[config.mk]
export PLATFORM = sky130hd
export DESIGN_NAME = four_sensor_sun_tracker_step_top_flat
export DESIGN_NICKNAME = d
export VERILOG_FILES = /design/src/rtl/fsst_pkg.sv /design/src/rtl/fsst_ifs.sv /design/src/rtl/four_sensor_sun_tracker_step_top.sv /design/src/flat_wrapper.sv
export VERILOG_INCLUDE_DIRS = /design/src /design/src/rtl
export SDC_FILE = /design/constraint.sdc
export NUM_CORES = 1
export LEC_CHECK = 0
export BUFFER_PORTS_ARGS = -buffer_cell sky130_fd_sc_hd__buf_2
export CAP_MARGIN = 20
export CORE_ASPECT_RATIO = 0.9
export CORE_MARGIN = 2
export CORE_UTILIZATION = 59
export DETAILED_ROUTE_END_ITERATION = 12
export PLACE_DENSITY = 0.78
export SLEW_MARGIN = 20
export SYNTH_ARGS = -nofsm -noshare
export SYNTH_HDL_FRONTEND = slang
export SYNTH_SLANG_ARGS = --single-unit
[constraint.sdc]
create_clock -name clk -period 9.13 [get_ports clk]
set_clock_uncertainty 0.05 [all_clocks]
set_input_delay 0 -clock clk [delete_from_list [all_inputs] [get_ports clk]]
set_output_delay 0 -clock clk [all_outputs]
set_load 0.02 [all_outputs]
[src/rtl/four_sensor_sun_tracker_step_top_macros.svh]
// ----------------------------------------------------------------------------
// Assertion macros for the sun tracker step block
// Shared forms for the concurrent checks at the end of the RTL module.
// ----------------------------------------------------------------------------
`ifndef FOUR_SENSOR_SUN_TRACKER_STEP_TOP_MACROS_SVH
`define FOUR_SENSOR_SUN_TRACKER_STEP_TOP_MACROS_SVH

// Same-cycle implication, checked outside reset.
`define FSST_ASSERT_NOW(label, clk, rst, ante, cons, msg) \
  label: assert property (@(posedge clk) disable iff (rst) (ante) |-> (cons)) \
    else $error(msg);

// Next-cycle implication, checked outside reset.
`define FSST_ASSERT_NEXT(label, clk, rst, ante, cons, msg) \
  label: assert property (@(posedge clk) disable iff (rst) (ante) |=> (cons)) \
    else $error(msg);

`endif

[src/rtl/fsst_pkg.sv]
// ----------------------------------------------------------------------------
// fsst_pkg
// Types, codes and arithmetic helpers of the sun tracker step block.
// ----------------------------------------------------------------------------
package fsst_pkg;

  localparam int LEVEL_W  = 12;
  localparam int ANGLE_W  = 8;
  localparam int DIVSR_W  = 8;
  localparam int CFG_W    = 16;
  localparam int CFG_IDX_W = 3;
  // Quotient bits retired per cycle by the serial divider.
  localparam int DIGIT_W  = 2;
  localparam int DIGITS   = LEVEL_W / DIGIT_W;
  localparam int DCNT_W   = $clog2(DIGITS);
  localparam int SUM_W    = LEVEL_W + 2;

  localparam logic [CFG_W-1:0] STANDBY_PAIR_RESET = 16'h5A5A;

  typedef logic [LEVEL_W-1:0]   level_t;
  typedef logic [ANGLE_W-1:0]   angle_t;
  typedef logic [DIVSR_W-1:0]   divisor_t;
  typedef logic [CFG_W-1:0]     cfg_data_t;
  typedef logic [CFG_IDX_W-1:0] cfg_index_t;
  typedef logic [DCNT_W-1:0]    digit_cnt_t;

  typedef enum logic [CFG_IDX_W-1:0] {
    REG_TRACKING_ENABLE      = 3'd0,
    REG_STANDBY_THRESHOLD    = 3'd1,
    REG_CONVERGE_DIVISOR     = 3'd2,
    REG_VERTICAL_MIN_ANGLE   = 3'd3,
    REG_VERTICAL_MAX_ANGLE   = 3'd4,
    REG_HORIZONTAL_MIN_ANGLE = 3'd5,
    REG_HORIZONTAL_MAX_ANGLE = 3'd6,
    REG_STANDBY_ANGLE_PAIR   = 3'd7
  } cfg_reg_t;

  typedef enum logic [1:0] {
    MODE_WORKING  = 2'd0,
    MODE_STANDBY  = 2'd1,
    MODE_DISABLED = 2'd2
  } tracker_mode_t;

  typedef enum logic [1:0] {
    ST_IDLE,
    ST_DIV_V,
    ST_DIV_H,
    ST_FINISH
  } state_t;

  // One restoring step: returns {quotient bit, new remainder}.
  function automatic logic [DIVSR_W:0] div_step(input divisor_t rem,
                                                input logic     bit_in,
                                                input divisor_t dvs);
    logic [DIVSR_W:0] r;
    r = {rem, bit_in};
    if (r >= {1'b0, dvs}) begin
      div_step = {1'b1, DIVSR_W'(r - {1'b0, dvs})};
    end else begin
      div_step = {1'b0, r[DIVSR_W-1:0]};
    end
  endfunction

  // Add a signed step to an angle, then clamp: low limit wins when crossed.
  function automatic angle_t move_angle(input angle_t angle,
                                        input level_t qmag,
                                        input logic   neg,
                                        input angle_t lo,
                                        input angle_t hi);
    logic signed [SUM_W-1:0] step;
    logic signed [SUM_W-1:0] a;
    step = $signed({2'b00, qmag});
    if (neg) begin
      step = -step;
    end
    a = $signed({{(SUM_W-ANGLE_W){1'b0}}, angle}) + step;
    if (a < $signed({{(SUM_W-ANGLE_W){1'b0}}, lo})) begin
      move_angle = lo;
    end else if (a > $signed({{(SUM_W-ANGLE_W){1'b0}}, hi})) begin
      move_angle = hi;
    end else begin
      move_angle = a[ANGLE_W-1:0];
    end
  endfunction

endpackage

[src/rtl/fsst_ifs.sv]
// ----------------------------------------------------------------------------
// fsst channel interfaces
// Valid/ready channels for the light readings and the servo commands.
// ----------------------------------------------------------------------------
interface fsst_levels_if;
  logic        valid;
  logic        ready;
  logic [11:0] top_left_level;
  logic [11:0] top_right_level;
  logic [11:0] bottom_left_level;
  logic [11:0] bottom_right_level;

  modport source(output valid, top_left_level, top_right_level,
                 bottom_left_level, bottom_right_level, input ready);
  modport sink(input valid, top_left_level, top_right_level,
               bottom_left_level, bottom_right_level, output ready);
endinterface

interface fsst_command_if;
  logic        valid;
  logic        ready;
  logic [7:0]  vertical_command;
  logic [7:0]  horizontal_command;
  logic [1:0]  tracker_mode;
  logic [11:0] brightness_level;

  modport source(output valid, vertical_command, horizontal_command,
                 tracker_mode, brightness_level, input ready);
  modport sink(input valid, vertical_command, horizontal_command,
               tracker_mode, brightness_level, output ready);
endinterface

[src/rtl/four_sensor_sun_tracker_step_top.sv]
// One item at a time: after a levels transfer the step runs the vertical and
//   then the horizontal division (when tracking) and loads the output
//   register; when parked or in standby it goes straight to the output load.
//   The shared 2-bit-per-cycle divider runs twice per item; a held command
//   stalls input.
// Reset (rst, synchronous): configuration registers to defaults, kept angles to 90/90.
// ----------------------------------------------------------------------------
// four_sensor_sun_tracker_step_top
// Dual-axis four-sensor sun tracker: pair averages, brightness check and
// clamped angle steps from a serial divider shared by both axes.
// ----------------------------------------------------------------------------
`include "four_sensor_sun_tracker_step_top_macros.svh"

module four_sensor_sun_tracker_step_top #(
  parameter int PARK_VERTICAL_ANGLE   = 90,
  parameter int PARK_HORIZONTAL_ANGLE = 90
) (
  input  logic                  clk,
  input  logic                  rst,
  fsst_levels_if.sink           levels,
  fsst_command_if.source        command,
  input  logic                  cfg_we,
  input  fsst_pkg::cfg_index_t  cfg_index,
  input  fsst_pkg::cfg_data_t   cfg_data
);
  import fsst_pkg::*;

  // configuration registers
  logic          tracking_enable;
  level_t        standby_threshold;
  divisor_t      converge_divisor;
  angle_t        vertical_min_angle;
  angle_t        vertical_max_angle;
  angle_t        horizontal_min_angle;
  angle_t        horizontal_max_angle;
  cfg_data_t     standby_angle_pair;

  // kept state and control
  state_t        st, st_next;
  digit_cnt_t    cnt, cnt_next;
  angle_t        vertical_angle, vertical_angle_next;
  angle_t        horizontal_angle, horizontal_angle_next;
  logic          out_valid, out_valid_next;

  // datapath
  level_t        work, work_next;
  divisor_t      rem, rem_next;
  logic          qneg, qneg_next;
  level_t        hmag, hmag_next;
  logic          hneg, hneg_next;
  level_t        bright, bright_next;
  angle_t        res_v, res_v_next;
  angle_t        res_h, res_h_next;
  tracker_mode_t res_mode, res_mode_next;
  angle_t        out_v, out_v_next;
  angle_t        out_h, out_h_next;
  tracker_mode_t out_mode, out_mode_next;
  level_t        out_bright, out_bright_next;

  // averages of the incoming set
  level_t        avt, avd, avl, avr, bright_in;
  logic          vneg_in, hneg_in;
  level_t        vmag_in, hmag_in;
  divisor_t      dvs;
  logic [DIVSR_W:0] s1, s0;
  level_t        quot;

  always_comb begin
    avt = LEVEL_W'(({1'b0, levels.top_left_level} + {1'b0, levels.top_right_level}) >> 1);
    avd = LEVEL_W'(({1'b0, levels.bottom_left_level}
                    + {1'b0, levels.bottom_right_level}) >> 1);
    avl = LEVEL_W'(({1'b0, levels.top_left_level}
                    + {1'b0, levels.bottom_left_level}) >> 1);
    avr = LEVEL_W'(({1'b0, levels.top_right_level}
                    + {1'b0, levels.bottom_right_level}) >> 1);
    bright_in = LEVEL_W'(({1'b0, avt} + {1'b0, avl}) >> 1);
    vneg_in = avd < avt;
    hneg_in = avr < avl;
    vmag_in = vneg_in ? avt - avd : avd - avt;
    hmag_in = hneg_in ? avl - avr : avr - avl;
  end

  // two restoring steps per cycle, dividend shifted out of the top of work
  always_comb begin
    dvs  = (converge_divisor == '0) ? DIVSR_W'(1) : converge_divisor;
    s1   = div_step(rem, work[LEVEL_W-1], dvs);
    s0   = div_step(s1[DIVSR_W-1:0], work[LEVEL_W-2], dvs);
    quot = {work[LEVEL_W-DIGIT_W-1:0], s1[DIVSR_W], s0[DIVSR_W]};
  end

  always_comb begin
    st_next               = st;
    cnt_next              = cnt;
    vertical_angle_next   = vertical_angle;
    horizontal_angle_next = horizontal_angle;
    out_valid_next        = out_valid;
    work_next             = work;
    rem_next              = rem;
    qneg_next             = qneg;
    hmag_next             = hmag;
    hneg_next             = hneg;
    bright_next           = bright;
    res_v_next            = res_v;
    res_h_next            = res_h;
    res_mode_next         = res_mode;
    out_v_next            = out_v;
    out_h_next            = out_h;
    out_mode_next         = out_mode;
    out_bright_next       = out_bright;
    levels.ready          = 1'b0;

    if (out_valid && command.ready) begin
      out_valid_next = 1'b0;
    end

    unique case (st)
      ST_IDLE: begin
        // no transfer while reset is held
        levels.ready = !rst;
        if (levels.valid) begin
          bright_next = bright_in;
          if (!tracking_enable) begin
            res_v_next    = ANGLE_W'(PARK_VERTICAL_ANGLE);
            res_h_next    = ANGLE_W'(PARK_HORIZONTAL_ANGLE);
            res_mode_next = MODE_DISABLED;
            st_next       = ST_FINISH;
          end else if (bright_in < standby_threshold) begin
            res_v_next    = standby_angle_pair[CFG_W-1:ANGLE_W];
            res_h_next    = standby_angle_pair[ANGLE_W-1:0];
            res_mode_next = MODE_STANDBY;
            st_next       = ST_FINISH;
          end else begin
            res_mode_next = MODE_WORKING;
            work_next     = vmag_in;
            qneg_next     = vneg_in;
            hmag_next     = hmag_in;
            hneg_next     = hneg_in;
            rem_next      = '0;
            cnt_next      = '0;
            st_next       = ST_DIV_V;
          end
        end
      end
      ST_DIV_V: begin
        work_next = quot;
        rem_next  = s0[DIVSR_W-1:0];
        cnt_next  = cnt + 1'b1;
        if (cnt == DCNT_W'(DIGITS - 1)) begin
          vertical_angle_next = move_angle(vertical_angle, quot, qneg,
                                           vertical_min_angle, vertical_max_angle);
          res_v_next = vertical_angle_next;
          work_next  = hmag;
          qneg_next  = hneg;
          rem_next   = '0;
          cnt_next   = '0;
          st_next    = ST_DIV_H;
        end
      end
      ST_DIV_H: begin
        work_next = quot;
        rem_next  = s0[DIVSR_W-1:0];
        cnt_next  = cnt + 1'b1;
        if (cnt == DCNT_W'(DIGITS - 1)) begin
          horizontal_angle_next = move_angle(horizontal_angle, quot, qneg,
                                             horizontal_min_angle,
                                             horizontal_max_angle);
          res_h_next = horizontal_angle_next;
          cnt_next   = '0;
          st_next    = ST_FINISH;
        end
      end
      ST_FINISH: begin
        // hand over once the output register is free
        if (!out_valid || command.ready) begin
          out_v_next      = res_v;
          out_h_next      = res_h;
          out_mode_next   = res_mode;
          out_bright_next = bright;
          out_valid_next  = 1'b1;
          st_next         = ST_IDLE;
        end
      end
      default: st_next = ST_IDLE;
    endcase
  end

  always_ff @(posedge clk) begin
    if (rst) begin
      st               <= ST_IDLE;
      cnt              <= '0;
      out_valid        <= 1'b0;
      vertical_angle   <= STANDBY_PAIR_RESET[CFG_W-1:ANGLE_W];
      horizontal_angle <= STANDBY_PAIR_RESET[ANGLE_W-1:0];
    end else begin
      st               <= st_next;
      cnt              <= cnt_next;
      out_valid        <= out_valid_next;
      vertical_angle   <= vertical_angle_next;
      horizontal_angle <= horizontal_angle_next;
    end
  end

  always_ff @(posedge clk) begin
    work       <= work_next;
    rem        <= rem_next;
    qneg       <= qneg_next;
    hmag       <= hmag_next;
    hneg       <= hneg_next;
    bright     <= bright_next;
    res_v      <= res_v_next;
    res_h      <= res_h_next;
    res_mode   <= res_mode_next;
    out_v      <= out_v_next;
    out_h      <= out_h_next;
    out_mode   <= out_mode_next;
    out_bright <= out_bright_next;
  end

  always_ff @(posedge clk) begin
    if (rst) begin
      tracking_enable      <= 1'b1;
      standby_threshold    <= LEVEL_W'(100);
      converge_divisor     <= DIVSR_W'(10);
      vertical_min_angle   <= ANGLE_W'(0);
      vertical_max_angle   <= ANGLE_W'(180);
      horizontal_min_angle <= ANGLE_W'(0);
      horizontal_max_angle <= ANGLE_W'(180);
      standby_angle_pair   <= STANDBY_PAIR_RESET;
    end else if (cfg_we) begin
      unique case (cfg_reg_t'(cfg_index))
        REG_TRACKING_ENABLE:      tracking_enable      <= cfg_data[0];
        REG_STANDBY_THRESHOLD:    standby_threshold    <= cfg_data[LEVEL_W-1:0];
        REG_CONVERGE_DIVISOR:     converge_divisor     <= cfg_data[DIVSR_W-1:0];
        REG_VERTICAL_MIN_ANGLE:   vertical_min_angle   <= cfg_data[ANGLE_W-1:0];
        REG_VERTICAL_MAX_ANGLE:   vertical_max_angle   <= cfg_data[ANGLE_W-1:0];
        REG_HORIZONTAL_MIN_ANGLE: horizontal_min_angle <= cfg_data[ANGLE_W-1:0];
        REG_HORIZONTAL_MAX_ANGLE: horizontal_max_angle <= cfg_data[ANGLE_W-1:0];
        REG_STANDBY_ANGLE_PAIR:   standby_angle_pair   <= cfg_data;
        default: ;
      endcase
    end
  end

  assign command.valid              = out_valid;
  assign command.vertical_command   = out_v;
  assign command.horizontal_command = out_h;
  assign command.tracker_mode       = out_mode;
  assign command.brightness_level   = out_bright;

  `FSST_ASSERT_NEXT(a_accept_leaves_idle, clk, rst, levels.valid && levels.ready,
    st != ST_IDLE, "levels transfer did not start a step")
  `FSST_ASSERT_NOW(a_cnt_idle_zero, clk, rst, st == ST_IDLE || st == ST_FINISH,
    cnt == '0, "divider digit count left nonzero outside division")
  `FSST_ASSERT_NEXT(a_load_from_finish, clk, rst, !out_valid && st != ST_FINISH,
    !out_valid, "command offered without a finished step")
  `FSST_ASSERT_NOW(a_park_mode, clk, rst, out_valid && out_mode == MODE_DISABLED,
    out_v == ANGLE_W'(PARK_VERTICAL_ANGLE) && out_h == ANGLE_W'(PARK_HORIZONTAL_ANGLE),
    "disabled step did not command park angles")

endmodule
[src/flat_wrapper.sv]
// flat-port wrapper written by rule: the top's interface ports become plain ports
module four_sensor_sun_tracker_step_top_flat import fsst_pkg::*;
#(
  parameter int PARK_VERTICAL_ANGLE   = 90,
  parameter int PARK_HORIZONTAL_ANGLE = 90
)
  (clk, rst, cfg_we, cfg_index, cfg_data, levels_valid, levels_top_left_level, levels_top_right_level, levels_bottom_left_level, levels_bottom_right_level, levels_ready, command_valid, command_vertical_command, command_horizontal_command, command_tracker_mode, command_brightness_level, command_ready);
  fsst_levels_if levels_i ();
  fsst_command_if command_i ();
  input  logic clk;
  input  logic rst;
  input  logic cfg_we;
  input  fsst_pkg::cfg_index_t cfg_index;
  input  fsst_pkg::cfg_data_t cfg_data;
  input wire logic [$bits(levels_i.valid)-1:0] levels_valid;
  input wire logic [$bits(levels_i.top_left_level)-1:0] levels_top_left_level;
  input wire logic [$bits(levels_i.top_right_level)-1:0] levels_top_right_level;
  input wire logic [$bits(levels_i.bottom_left_level)-1:0] levels_bottom_left_level;
  input wire logic [$bits(levels_i.bottom_right_level)-1:0] levels_bottom_right_level;
  output wire logic [$bits(levels_i.ready)-1:0] levels_ready;
  output wire logic [$bits(command_i.valid)-1:0] command_valid;
  output wire logic [$bits(command_i.vertical_command)-1:0] command_vertical_command;
  output wire logic [$bits(command_i.horizontal_command)-1:0] command_horizontal_command;
  output wire logic [$bits(command_i.tracker_mode)-1:0] command_tracker_mode;
  output wire logic [$bits(command_i.brightness_level)-1:0] command_brightness_level;
  input wire logic [$bits(command_i.ready)-1:0] command_ready;
  assign levels_i.valid = levels_valid;
  assign levels_i.top_left_level = levels_top_left_level;
  assign levels_i.top_right_level = levels_top_right_level;
  assign levels_i.bottom_left_level = levels_bottom_left_level;
  assign levels_i.bottom_right_level = levels_bottom_right_level;
  assign levels_ready = levels_i.ready;
  assign command_valid = command_i.valid;
  assign command_vertical_command = command_i.vertical_command;
  assign command_horizontal_command = command_i.horizontal_command;
  assign command_tracker_mode = command_i.tracker_mode;
  assign command_brightness_level = command_i.brightness_level;
  assign command_i.ready = command_ready;
  four_sensor_sun_tracker_step_top #(.PARK_VERTICAL_ANGLE(PARK_VERTICAL_ANGLE), .PARK_HORIZONTAL_ANGLE(PARK_HORIZONTAL_ANGLE)) u_core (.clk(clk), .rst(rst), .levels(levels_i), .command(command_i), .cfg_we(cfg_we), .cfg_index(cfg_index), .cfg_data(cfg_data));
endmodule
Yosys cells after proc, flatten, opt, wreduce, memory -nomap -nowiden
Cells that the tools add are included.

operators by class
  muxes and demuxes = 55
  equal/unequal tests = 18
  $lt $le $gt $ge = 9
  reductions and logical operators = 31
  $add $sub $neg = 15
  bitwise gates (word level) = 1

operators with widths
  operator                                        number
  two-way mux 8 bit                               17
  two-way mux 12 bit                              6
  adder 12 x 12 -> 13 bit                         5
  two-way mux 14 bit                              4
  subtractor 12 bit                               4
  < comparator 12 bit                             3
  case mux 12 bit (3 select lines)                1
  case mux 8 bit (2 select lines)                 2
  adder 9 x 14 -> 14 bit                          2
  > comparator 14 x 9 -> 1 bit                    2
  < comparator 14 x 9 -> 1 bit                    2
  case mux 8 bit (3 select lines)                 1
  AND reduction 2 bit                             12
  AND reduction 4 bit                             6
  >= comparator 9 x 8 -> 1 bit                    2
  two-way mux 9 bit                               2
  subtractor 8 bit                                2
  == test 3 bit (second input constant)           5
  negation 12 -> 14 bit                           1
  two-way mux 2 bit                               6
  two-way mux 3 bit                               4
  two-way mux 1 bit                               9
  zero test 8 bit                                 1
  != test 2 x 1 -> 1 bit (second input constant)  4
  other kinds (20)                                26

storage, ports and cells
  output and inout port bits = 32
  register bits = 185
  word-level logic and storage cells = 155
  input bits = 72

Logic depth before layout (Yosys ltp)
Gate-level depths: netlist of the first run.

  word-level depth = 16
  mapped depth = 42
  depth with buffers taken out = 39

Worst setup path before layout of the first run
OpenSTA, ideal clock, no wires.

  kind = register to register
  start point = reg u_core.rem[6]
  end point = reg u_core.res_h[5] (data pin)
  required time = 8.811 ns
  stages on the path, launching flop included = 36
  arrival time = 7.524 ns
  path buffers = 2
  slack = 1.287 ns
  path through = edfxtp_1 ha_1 nand3_1 nor2_1 a2111oi_4 nand2_1 inv_1 buf_1 o21ai_0 ha_1 and3_1 o21ai_1 nand3_1 o31ai_1 and3_1 clkbuf_1 nand2_1 inv_2 ha_1 mux2_2 ha_1 a211oi_1 nor2_1 o21a_1 nor2_1 xnor2_1 ha_1 a2111oi_0 a21o_1 a21oi_1 or2_2 a211o_1 nand3_2 mux2_1 mux2i_1 mux2i_1

between the ends
  cells in the longest elaborated chain, start to end = 14
  elaborated cells between the ends (all ways) = 16
  those cells by class = 3 x add/sub; 4 x order compare; 9 x mux

ends and longest elaborated chain
  item                                                              RTL line                                 text
  start, declared                                                   four_sensor_sun_tracker_step_top.sv:47   divisor_t rem, rem_next;
  start signal, assigned                                            four_sensor_sun_tracker_step_top.sv:205  rem <= rem_next;
  subtractor 8 bit or >= comparator 9 x 8 -> 1 bit (tied branches)  fsst_pkg.sv:58, fsst_pkg.sv:57
  two-way mux 9 bit *                                               fsst_pkg.sv:57                           if (r >= {1'b0, dvs}) begin
  >= comparator 9 x 8 -> 1 bit                                      fsst_pkg.sv:57
  two-way mux 9 bit                                                 fsst_pkg.sv:57
  negation 12 -> 14 bit                                             fsst_pkg.sv:74                           step = -step;
  two-way mux 14 bit *                                              fsst_pkg.sv:73                           if (neg) begin
  two-way mux 14 bit *                                              four_sensor_sun_tracker_step_top.sv:163  if (cnt == DCNT_W'(DIGITS - 1)) begin
  two-way mux 14 bit *                                              four_sensor_sun_tracker_step_top.sv:116  unique case (st)
  adder 9 x 14 -> 14 bit *                                          fsst_pkg.sv:76                           a = $signed({{(SUM_W-ANGLE_W){1'b0}}, angle}) + step;
  > comparator 14 x 9 -> 1 bit                                      fsst_pkg.sv:79                           end else if (a > $signed({{(SUM_W-ANGLE_W){1'b0}}, hi})) begin
  two-way mux 8 bit                                                 fsst_pkg.sv:79
  two-way mux 8 bit *                                               fsst_pkg.sv:77                           if (a < $signed({{(SUM_W-ANGLE_W){1'b0}}, lo})) begin
  two-way mux 8 bit *                                               four_sensor_sun_tracker_step_top.sv:163
  case mux 8 bit (2 select lines) *                                 four_sensor_sun_tracker_step_top.sv:116
  net u_core.res_h_next[5]                                          four_sensor_sun_tracker_step_top.sv:53   angle_t res_h, res_h_next;
  end signal, assigned                                              four_sensor_sun_tracker_step_top.sv:211  res_h <= res_h_next;
  end, declared                                                     four_sensor_sun_tracker_step_top.sv:53

The timed path passes the listed nets; every way through them passes the cells marked *. The select of a mux whose other input is x is not followed.
A chain may end at the register's enable or synchronous reset.

Worst setup path in the final report of the first run
  start point = reg u_core.converge_divisor[1]
  end point = reg u_core.res_h[7] (data pin)

between the ends
  cells in the longest elaborated chain, start to end = 16
  elaborated cells between the ends (all ways) = 18
  those cells by class = 3 x add/sub; 4 x order compare; 10 x mux; 1 x reduce/logical

ends and longest elaborated chain
  item                                                              RTL line                                 text
  start, declared                                                   four_sensor_sun_tracker_step_top.sv:31   divisor_t converge_divisor;
  start signal, assigned                                            four_sensor_sun_tracker_step_top.sv:233  REG_CONVERGE_DIVISOR: converge_divisor <= cfg_data[DIVSR_W-1:0];
  zero test 8 bit                                                   four_sensor_sun_tracker_step_top.sv:85   dvs = (converge_divisor == '0) ? DIVSR_W'(1) : converge_divisor;
  two-way mux 8 bit *                                               four_sensor_sun_tracker_step_top.sv:85
  subtractor 8 bit or >= comparator 9 x 8 -> 1 bit (tied branches)  fsst_pkg.sv:58, fsst_pkg.sv:57
  two-way mux 9 bit                                                 fsst_pkg.sv:57
  >= comparator 9 x 8 -> 1 bit                                      fsst_pkg.sv:57
  two-way mux 9 bit                                                 fsst_pkg.sv:57
  negation 12 -> 14 bit                                             fsst_pkg.sv:74
  two-way mux 14 bit *                                              fsst_pkg.sv:73
  two-way mux 14 bit *                                              four_sensor_sun_tracker_step_top.sv:163
  two-way mux 14 bit *                                              four_sensor_sun_tracker_step_top.sv:116
  adder 9 x 14 -> 14 bit *                                          fsst_pkg.sv:76
  > comparator 14 x 9 -> 1 bit                                      fsst_pkg.sv:79
  two-way mux 8 bit                                                 fsst_pkg.sv:79
  two-way mux 8 bit *                                               fsst_pkg.sv:77
  two-way mux 8 bit *                                               four_sensor_sun_tracker_step_top.sv:163
  case mux 8 bit (2 select lines) *                                 four_sensor_sun_tracker_step_top.sv:116
  net u_core.res_h_next[7]                                          four_sensor_sun_tracker_step_top.sv:53

Marked as above.

==> results of run 1 <==
[sequential cells by signal, indices dropped and copies added, names as in the netlist, 12 cells and up]
name / count
u_core.work: 12
u_core.bright: 12
u_core.standby_angle_pair: 16
u_core.command.brightness_level: 12
u_core.hmag: 12
u_core.standby_threshold: 12
[what timing repair did]
item,4_1_cts,5_1_grt
hold endpoints to repair,69,0
gates resized for setup,0,9
hold buffers,20,0
endpoints found under the setup margin,0,26
buffers inserted,0,4
[worst max-delay path, delay by kind of cell, from the launching register on]
family	cells	cell delay (ns)
muxes	4	0.94
xor gates and xnor gates	1	0.22
DFF	1	0.37
and+or+nand+nor	8	1.63
AOI/OAI and AO/OA	12	2.71
adders and majority gates	5	1.56
buffers and inverters	5	0.86
[synth_stat cells (23+ instances only)]
cell / instances
ha_1: 179
nand2_1: 167
inv_1: 150
a21oi_1: 142
nor2_1: 102
edfxtp_1: 94
dfxtp_1: 91
o21ai_0: 77
xnor2_1: 71
mux2i_1: 38
a21o_1: 35
clkbuf_1: 34
nor2b_1: 29
nand3_1: 27
nor3_1: 26
xor2_1: 25
o21a_1: 24
o21bai_1: 23
[cell usage in the layout (no fill, tap or decap), types with 8 or more instances in the layout]
cell | netlist | final
a31oi_1 | 9 | 9
nor2_1 | 102 | 100
nand2b_1 | 18 | 18
o21ai_1 | 13 | 13
nor3_1 | 26 | 26
xor2_1 | 25 | 25
dlygate4sd3_1 | 0 | 20
dfxtp_1 | 91 | 91
nand4_1 | 18 | 18
o31ai_1 | 12 | 10
a31o_2 | 8 | 8
a21oi_1 | 142 | 140
buf_2 | 4 | 103
a21o_1 | 35 | 35
mux2_2 | 8 | 8
o21a_1 | 24 | 24
edfxtp_1 | 94 | 94
buf_4 | 0 | 18
o21ai_0 | 77 | 77
o21bai_1 | 23 | 23
nand3_1 | 27 | 27
and2_1 | 13 | 13
a32oi_1 | 10 | 10
o221ai_1 | 8 | 8
nor2b_1 | 29 | 28
a211o_1 | 8 | 8
mux2i_1 | 38 | 38
o211ai_1 | 19 | 19
fa_1 | 13 | 13
nand2_1 | 167 | 166
a21boi_0 | 10 | 10
xnor2_1 | 71 | 70
inv_1 | 150 | 149
a211oi_1 | 13 | 13
ha_1 | 179 | 179
o22ai_1 | 8 | 8
clkbuf_16 | 0 | 17
[per-stage QoR]
| step | hold slack, ns | worst slack (ns) |
|---|---|---|
| floorplan | 0.0740 | 1.29 |
| global placement | 0.173 | 0.588 |
| detailed placement | 0.180 | 0.401 |
| CTS | 0.0884 | 0.359 |
| global route | 0.134 | -0.00697 |
| finish | 0.0952 | 0.499 |
[final timing paths]
path | endpoint | startpoint | slack (ns)
worst max-delay path | u_core.res_h[7] | u_core.converge_divisor[1] | 0.50
worst min-delay path | u_core.vertical_min_angle[4] | cfg_we | 0.1
worst max register to register | u_core.res_h[7] | u_core.converge_divisor[1] | 0.50
worst min register to register | u_core.command.vertical_command[5] | u_core.res_v[5] | 0.37
[power by group through the flow]
stage	Clock, mW	Combinational [mW]	Sequential, mW
global route	0.766	4.83	1.32
global placement	0	4.13	1.31
CTS	0.734	4.22	1.30
finish	0.733	4.35	1.30
floorplan	0	3.12	1.28
detailed placement	0	4.18	1.32
[cells by family after synthesis]
kind of cell | share of synthesized area
AOI/OAI and AO/OA | 0.220
muxes | 0.0338
buffers and inverters | 0.0523
xor gates and xnor gates | 0.0577
and+or+nand+nor | 0.146
DFF | 0.319
adders and majority gates | 0.171
[area by class of cell]
| type | count | area share |
|---|---|---|
| Multi-Input combinational cell | 1261 | 0.567 |
| Sequential cell | 185 | 0.286 |
| Inverter | 153 | 0.0356 |
| Clock inverter | 15 | 0.00978 |
| Clock buffer | 17 | 0.0262 |
| Tap cell | 308 | 0.0237 |
| Timing Repair Buffer | 141 | 0.0524 |
[metal layers]
| metal | vias to the layer above | wire length, um | track usage |
|---|---|---|---|
| met5 | - | 0 | 0 |
| met4 | 0 | 871 | 0.0908 |
| met3 | 58 | 2600 | 0.0412 |
| met2 | 482 | 18700 | 0.512 |
| met1 | 6072 | 17800 | 0.419 |
| li1 | 6177 | - | - |
==> run summary, run 1 <==
outcome: finished clean
die width: 170 um
# IOs: 104
Worst Reg-to-Reg Cells: 35
CP max stage delay: 0.44 ns
Fill cells: 1940
non-filler instance count after layout: 2080
VDD IR max: 0.188 mV
Yosys reg bits: 185
Vert. Die Dim: 153 um
sequential element share of the synthesized area: 0.319
Clock power frac: 0.115
starting density of the core: 0.601
Main synth FF type: edfxtp_1
CTS Buf Count: 17
Synth area leaders: edfxtp_1 (19%), ha_1 (15%), dfxtp_1 (12%), a21oi_1 (4.9%), nand2_1 (4.3%)
crit path launch type: flip-flop
vias in the first global route: 12100
Rows: 54
Cells after Synth: 1646
hold path depth: 5
Total GRT Usage: 0.308
violation count after the first detailed-routing iteration: 1172
final-report hold violation count: 0
Final Max Slew Viols: 0
total clock sinks: 185
Sum Neg Setup Slack: 0 ns
Worst-path clk slew: 0.08 ns
Pwr Density: 393 nW/um^2
antenna violations before repair: 0
largest net degree at the start of global routing: 66
placed cell count: 2024
minimum clock period: 8.63 ns
Antenna Nets Post-Route: 0
Final period util: 0.945
WL/cell: 19.2 um
via count: 12800
Max-Cap Viols: 0
share of layout cells above drive strength 1: 0.117
GRT Residual Overflow: 0
root buffer cell: clkbuf_16
Final Routed Wirelength: 39.9 mm
Synth Area per Inst: 8.86 um^2
TritonCTS clock tree: built
drt pass-1 iters: 6
post-layout util: 0.670
Core Box Area: 24300 um^2
Seq pwr share: 0.204
Max stage delay cell, worst path: o31ai_1
crit path kind: reg2reg
Data required, critical path: 9.24 ns
Min-Delay Path Class: in2reg
Post-synth ARST share: 0
H-Tree Depth: 4
Final GP Congestion: 0.944
Int Pwr: 3.28 mW
post-synth top area cell: edfxtp_1
top achievable clock speed: 0.116 GHz
Leakage: 6.79 nW
fin nets: 2023
Post-Syn Nets: 1910
cell area after layout: 16300 um^2
Ys Warns: 0
Ant. Diodes: 0
Skew-Pair Late Insertion Delay: 0.44 ns
Final Power: 6.38 mW
Syn Std Cell Area: 14600 um^2
# DRC: 0
# setup viols final: 0
number of synthesized flops with an enable pin: 94
library cells used by synthesis: 90
sequential cell area: 4640 um^2
Tightest Pin Transition: 1.10 ns
dpl hpwl: 31.1 mm
Area growth, synth to finish: 11.5%
Comb pwr share: 0.681
critical path peak fanout: 9
switch share: 0.486
IO buf count: 103
vias per cell: 6.15
most frequent CP cell: ha_1
Synth top area share: 0.194
Clock Path Buffers: 2
P_sw: 3.10 mW
first-pass GRT wire length: 63.3 mm
DIE AREA: 26000 um^2
Relative slew margins: 0.266
dpl cell area: 15400 um^2
CP Capture Type: flip-flop
Multi-input gate area: 9210 um^2
Worst Path Arrival: 8.74 ns
Power figures use the tool's default switching activity.
==> run 2, diff against run 1 <==
--- a/config.mk
+++ b/config.mk
@@ -12,6 +12,7 @@
 export CORE_MARGIN = 2
 export CORE_UTILIZATION = 59
 export DETAILED_ROUTE_END_ITERATION = 12
+export MAX_ROUTING_LAYER = met4
 export PLACE_DENSITY = 0.78
 export SLEW_MARGIN = 20
 export SYNTH_ARGS = -nofsm -noshare
==> run summary, run 2 (same netlist as run 1, synthesis figures left out) <==
outcome: finished clean
Final GP Congestion: 0.975
DIE AREA: 26000 um^2
worst setup path start: u_core.converge_divisor[1]
Area growth, synth to finish: 11.5%
placed cell count: 2022
IO buf count: 103
pre-CTS WS: 0.258 ns
CP Capture Type: flip-flop
CP max stage delay: 0.51 ns
critical path peak fanout: 9
Max-Cap Viols: 0
post-route setup slack: 0.517 ns
Relative slew margins: 0.324
reg2reg setup slack: 0.52 ns
die width: 170 um
Largest register FFs: 16
Biggest register: u_core.standby_angle_pair
CTS Buf Count: 17
WL/cell: 19.3 um
Tightest Pin Transition: 1.01 ns
Pwr Density: 394 nW/um^2
share of layout cells above drive strength 1: 0.116
Final Max Slew Viols: 0
most frequent CP cell: ha_1
VDD IR max: 0.202 mV
vias in the first global route: 12400
Total GRT Usage: 0.319
vias per cell: 6.15
top achievable clock speed: 0.116 GHz
dpl hpwl: 30.9 mm
Final period util: 0.943
Worst Reg-to-Reg Cells: 32
Skew-Pair Late Insertion Delay: 0.44 ns
TritonCTS clock tree: built
Worst Path Arrival: 8.72 ns
Leakage: 6.78 nW
H-Tree Depth: 4
# IOs: 104
reg-to-reg startpoint: u_core.converge_divisor[1]
Sum Neg Setup Slack: 0 ns
violation count after the first detailed-routing iteration: 1079
worst hold slack: 0.0792 ns
RSZ-0062 raised after global routing: false
root buffer cell: clkbuf_16
# DRC: 0
total clock sinks: 185
Final Power: 6.40 mW
final-report hold violation count: 0
Clock Path Buffers: 2
largest net degree at the start of global routing: 41
Rows: 54
CP endpoint: u_core.res_v[4]
fin nets: 2021
crit path launch type: flip-flop
minimum clock period: 8.61 ns
starting density of the core: 0.601
most frequent cells in the layout: ha_1 (179), nand2_1 (165), inv_1 (149)
GRT Residual Overflow: 0
sequential cell area: 4640 um^2
# setup viols final: 0
Data required, critical path: 9.24 ns
Crit Reg-Reg Endpoint: u_core.res_v[4]
Vert. Die Dim: 153 um
crit path kind: reg2reg
non-filler instance count after layout: 2079
Final Routed Wirelength: 40.0 mm
Multi-input gate area: 9210 um^2
Worst-path clk slew: 0.07 ns
Core Box Area: 24300 um^2
commonest non-fill, non-tap cell in the layout: ha_1
Max stage delay cell, worst path: or4b_4
drt pass-1 iters: 6
via count: 12800
Min-Delay Path Class: in2reg
first-pass GRT wire length: 63.4 mm
antenna violations before repair: 1
Fill cells: 2003
Antenna Nets Post-Route: 0
-- run 2: area by class of cell --
cell class	count	area share
multi-input cells	1261	0.567
flip-flops and latches	185	0.286
repair buffers	139	0.0516
inverters	153	0.0357
clock buffers	18	0.0270
well taps	308	0.0237
clock inverters	14	0.00947
diodes	1	0.000154
-- run 2: what timing repair did --
item                       4_1_cts  5_1_grt
hold buffers                    21        0
setup endpoints to repair        0       32
gates resized for setup          0        8
hold endpoints to repair        69        0
setup buffers                    0        3
-- run 2: metrics by stage --
stage / utilization / cell area, um^2
after floorplan: - / 14600
after global routing: 0.670 / 16300
after CTS: 0.667 / 16200
after global placement: 0.634 / 15400
after detailed placement: 0.634 / 15400
final: 0.670 / 16300
-- run 2: worst min path at each step --
stage / slack (ns) / start / to / cells past startpoint
2_1_floorplan: 0.07 / cfg_data[1] / u_core.standby_angle_pair[1] / 2
4_1_cts: 0.07 / cfg_we / u_core.tracking_enable / 4
3_3_place_gp: 0.16 / cfg_data[12] / u_core.standby_angle_pair[12] / 3
3_5_place_dp: 0.17 / cfg_data[14] / u_core.standby_angle_pair[14] / 3
5_1_grt: 0.14 / cfg_we / u_core.tracking_enable / 4
6_report: 0.08 / cfg_we / u_core.tracking_enable / 4
-- run 2: per-layer routing --
metal	GRT usage	share of wire	wire length [um]	vias up
li1	-	-	-	6169
met1	0.396	0.43	17200	6020
met2	0.523	0.47	18700	499
met3	0.0471	0.064	2560	97
met4	0.128	0.039	1550	0
met5	-	0	0	-
-- run 2: worst max-delay path, delay by kind of cell, from the launching register on --
family	cells	cell delay (ns)
adder cells (fa/ha/maj)	5	1.54
XOR/XNOR	1	0.25
flip-flops	1	0.37
AND/OR/NAND/NOR	10	2.58
AO/OA/AOI/OAI	12	2.81
buffers and inverters	4	0.72
-- run 2: power by group --
group          switching [mW]  internal [mW]  total [mW]
clock                   0.360          0.396       0.756
sequential              0.116           1.19        1.30
combinational            2.63           1.71        4.34
==> run 3, diff against run 2 <==
--- a/config.mk
+++ b/config.mk
@@ -12,6 +12,7 @@
 export CORE_MARGIN = 2
 export CORE_UTILIZATION = 59
 export DETAILED_ROUTE_END_ITERATION = 12
+export GPL_ROUTABILITY_DRIVEN = 1
 export MAX_ROUTING_LAYER = met4
 export PLACE_DENSITY = 0.78
 export SLEW_MARGIN = 20
==> constraint.sdc (replaced) <==
create_clock -name clk -period 9.13 [get_ports clk]
set_clock_uncertainty 0.05 [all_clocks]
set_input_delay 0.4565 -clock clk [delete_from_list [all_inputs] [get_ports clk]]
set_output_delay 0.4565 -clock clk [all_outputs]
set_load 0.02 [all_outputs]
==> run summary, run 3 (same netlist as run 1, synthesis figures left out) <==
outcome: finished clean
VDD IR max: 0.194 mV
Area growth, synth to finish: 10.0%
# DRC: 0
# setup viols final: 0
violation count after the first detailed-routing iteration: 1134
vias in the first global route: 12200
GRT Residual Overflow: 0
total clock sinks: 185
top layer used by detailed routing: met4
Worst-path clk slew: 0.07 ns
Clock Path Buffers: 2
crit path launch type: flip-flop
Fill cells: 1955
# IOs: 104
vias per cell: 6.17
Pwr Density: 398 nW/um^2
Final Power: 6.39 mW
fin nets: 2001
Largest register FFs: 16
commonest non-fill, non-tap cell in the layout: ha_1
Core Box Area: 24300 um^2
met2 wire len: 18.9 mm
RSZ-0062 raised after global routing: false
Total GRT Usage: 0.315
drt pass-1 iters: 5
root buffer cell: clkbuf_16
minimum clock period: 8.66 ns
most frequent CP cell: ha_1
Final period util: 0.949
Relative slew margins: 0.325
Max stage delay cell, worst path: or4b_4
wl on met1: 17.5 mm
Min-Delay Path Class: in2reg
top achievable clock speed: 0.115 GHz
final-report hold violation count: 0
top cell family by delay on the critical path: compound AO/OA/AOI/OAI gates
Vert. Die Dim: 153 um
Buf/Inv on CP: 4
H-Tree Depth: 4
Rows: 54
Sum Neg Setup Slack: 0 ns
first-pass GRT wire length: 62.9 mm
via count: 12700
dpl hpwl: 31.1 mm
most frequent cells in the layout: ha_1 (179), nand2_1 (166), inv_1 (149)
Ant. Diodes: 0
IO buf count: 103
Final GP Congestion: 0.952
Hold Buf Count CTS: 0
Antenna Nets Post-Route: 0
TritonCTS clock tree: built
Leakage: 6.71 nW
DIE AREA: 26000 um^2
Skew-Pair Late Insertion Delay: 0.44 ns
Max-Cap Viols: 0
CTS Buf Count: 17
met3 routed WL: 2.27 mm
Final Routed Wirelength: 39.9 mm
Final Max Slew Viols: 0
largest net degree at the start of global routing: 43
share of layout cells above drive strength 1: 0.118
WL/cell: 19.4 um
starting density of the core: 0.601
Data required, critical path: 9.22 ns
critical path peak fanout: 9
Tightest Pin Transition: 1.01 ns
Biggest register: u_core.standby_angle_pair
CP Capture Type: flip-flop
die width: 170 um
crit path kind: reg2reg
antenna violations before repair: 0
CP max stage delay: 0.52 ns
Worst Path Arrival: 8.75 ns
## run 3: changes by cell type in the layout (fill, tap and decap cells not counted), moves of 2 or more
cell / delta
clkinvlp_4: -4
dlygate4sd3_1: -21
inv_6: +2
inv_8: -2
## run 3: tightest hold or removal path, cell delays in order
cell and delay, ns:
buf_2 0.07, nand2_1 0.04, nand3_1 0.06
## run 3: per-stage QoR
step | hold slack (ns) | setup slack, ns | utilization | cells | cell area (um^2)
2_1_floorplan | 0.350 | 1.29 | - | 1646 | 14600
3_3_place_gp | 0.350 | 0.667 | 0.634 | 2022 | 15400
3_5_place_dp | 0.355 | 0.336 | 0.634 | 2022 | 15400
4_1_cts | 0.170 | 0.281 | 0.659 | 2054 | 16000
5_1_grt | 0.182 | 0.0253 | 0.662 | 2058 | 16000
6_report | 0.176 | 0.468 | 0.662 | 2058 | 16000
## run 3: repair_timing
item / in CTS / in global routing
resized for setup: 0 / 7
setup buffers: 0 / 4
setup endpoints to repair: 0 / 31
## run 3: area by class of cell
cell class                      count  area [um^2]  area share
Clock buffer                       19          453      0.0282
Tap cell                          308          385      0.0240
Multi-Input combinational cell   1261         9200       0.573
Clock inverter                     13          149     0.00928
Timing Repair Buffer              119          636      0.0396
Sequential cell                   185         4640       0.289
Inverter                          153          578      0.0360
## run 3: metal layers
layer	global-route usage	vias up
met1	0.400	5977
met2	0.526	501
met4	0.0981	0
li1	-	6128
met5	-	-
met3	0.0412	83
## run 3: power breakdown
part / internal [mW] / switching (mW)
logic: 1.70 / 2.64
registers: 1.19 / 0.112
clock network: 0.404 / 0.352
## run 3: final timing paths
kind                              startpoint                                  to  slack [ns]  cells after the start
setup reg to reg  u_core.converge_divisor[1]                     u_core.res_h[5]        0.47                     33
hold reg to reg             u_core.bright[8]  u_core.command.brightness_level[8]        0.37                      0
setup / recovery  u_core.converge_divisor[1]                     u_core.res_h[5]        0.47                     33
hold / removal                  cfg_data[12]       u_core.standby_angle_pair[12]        0.18                      3
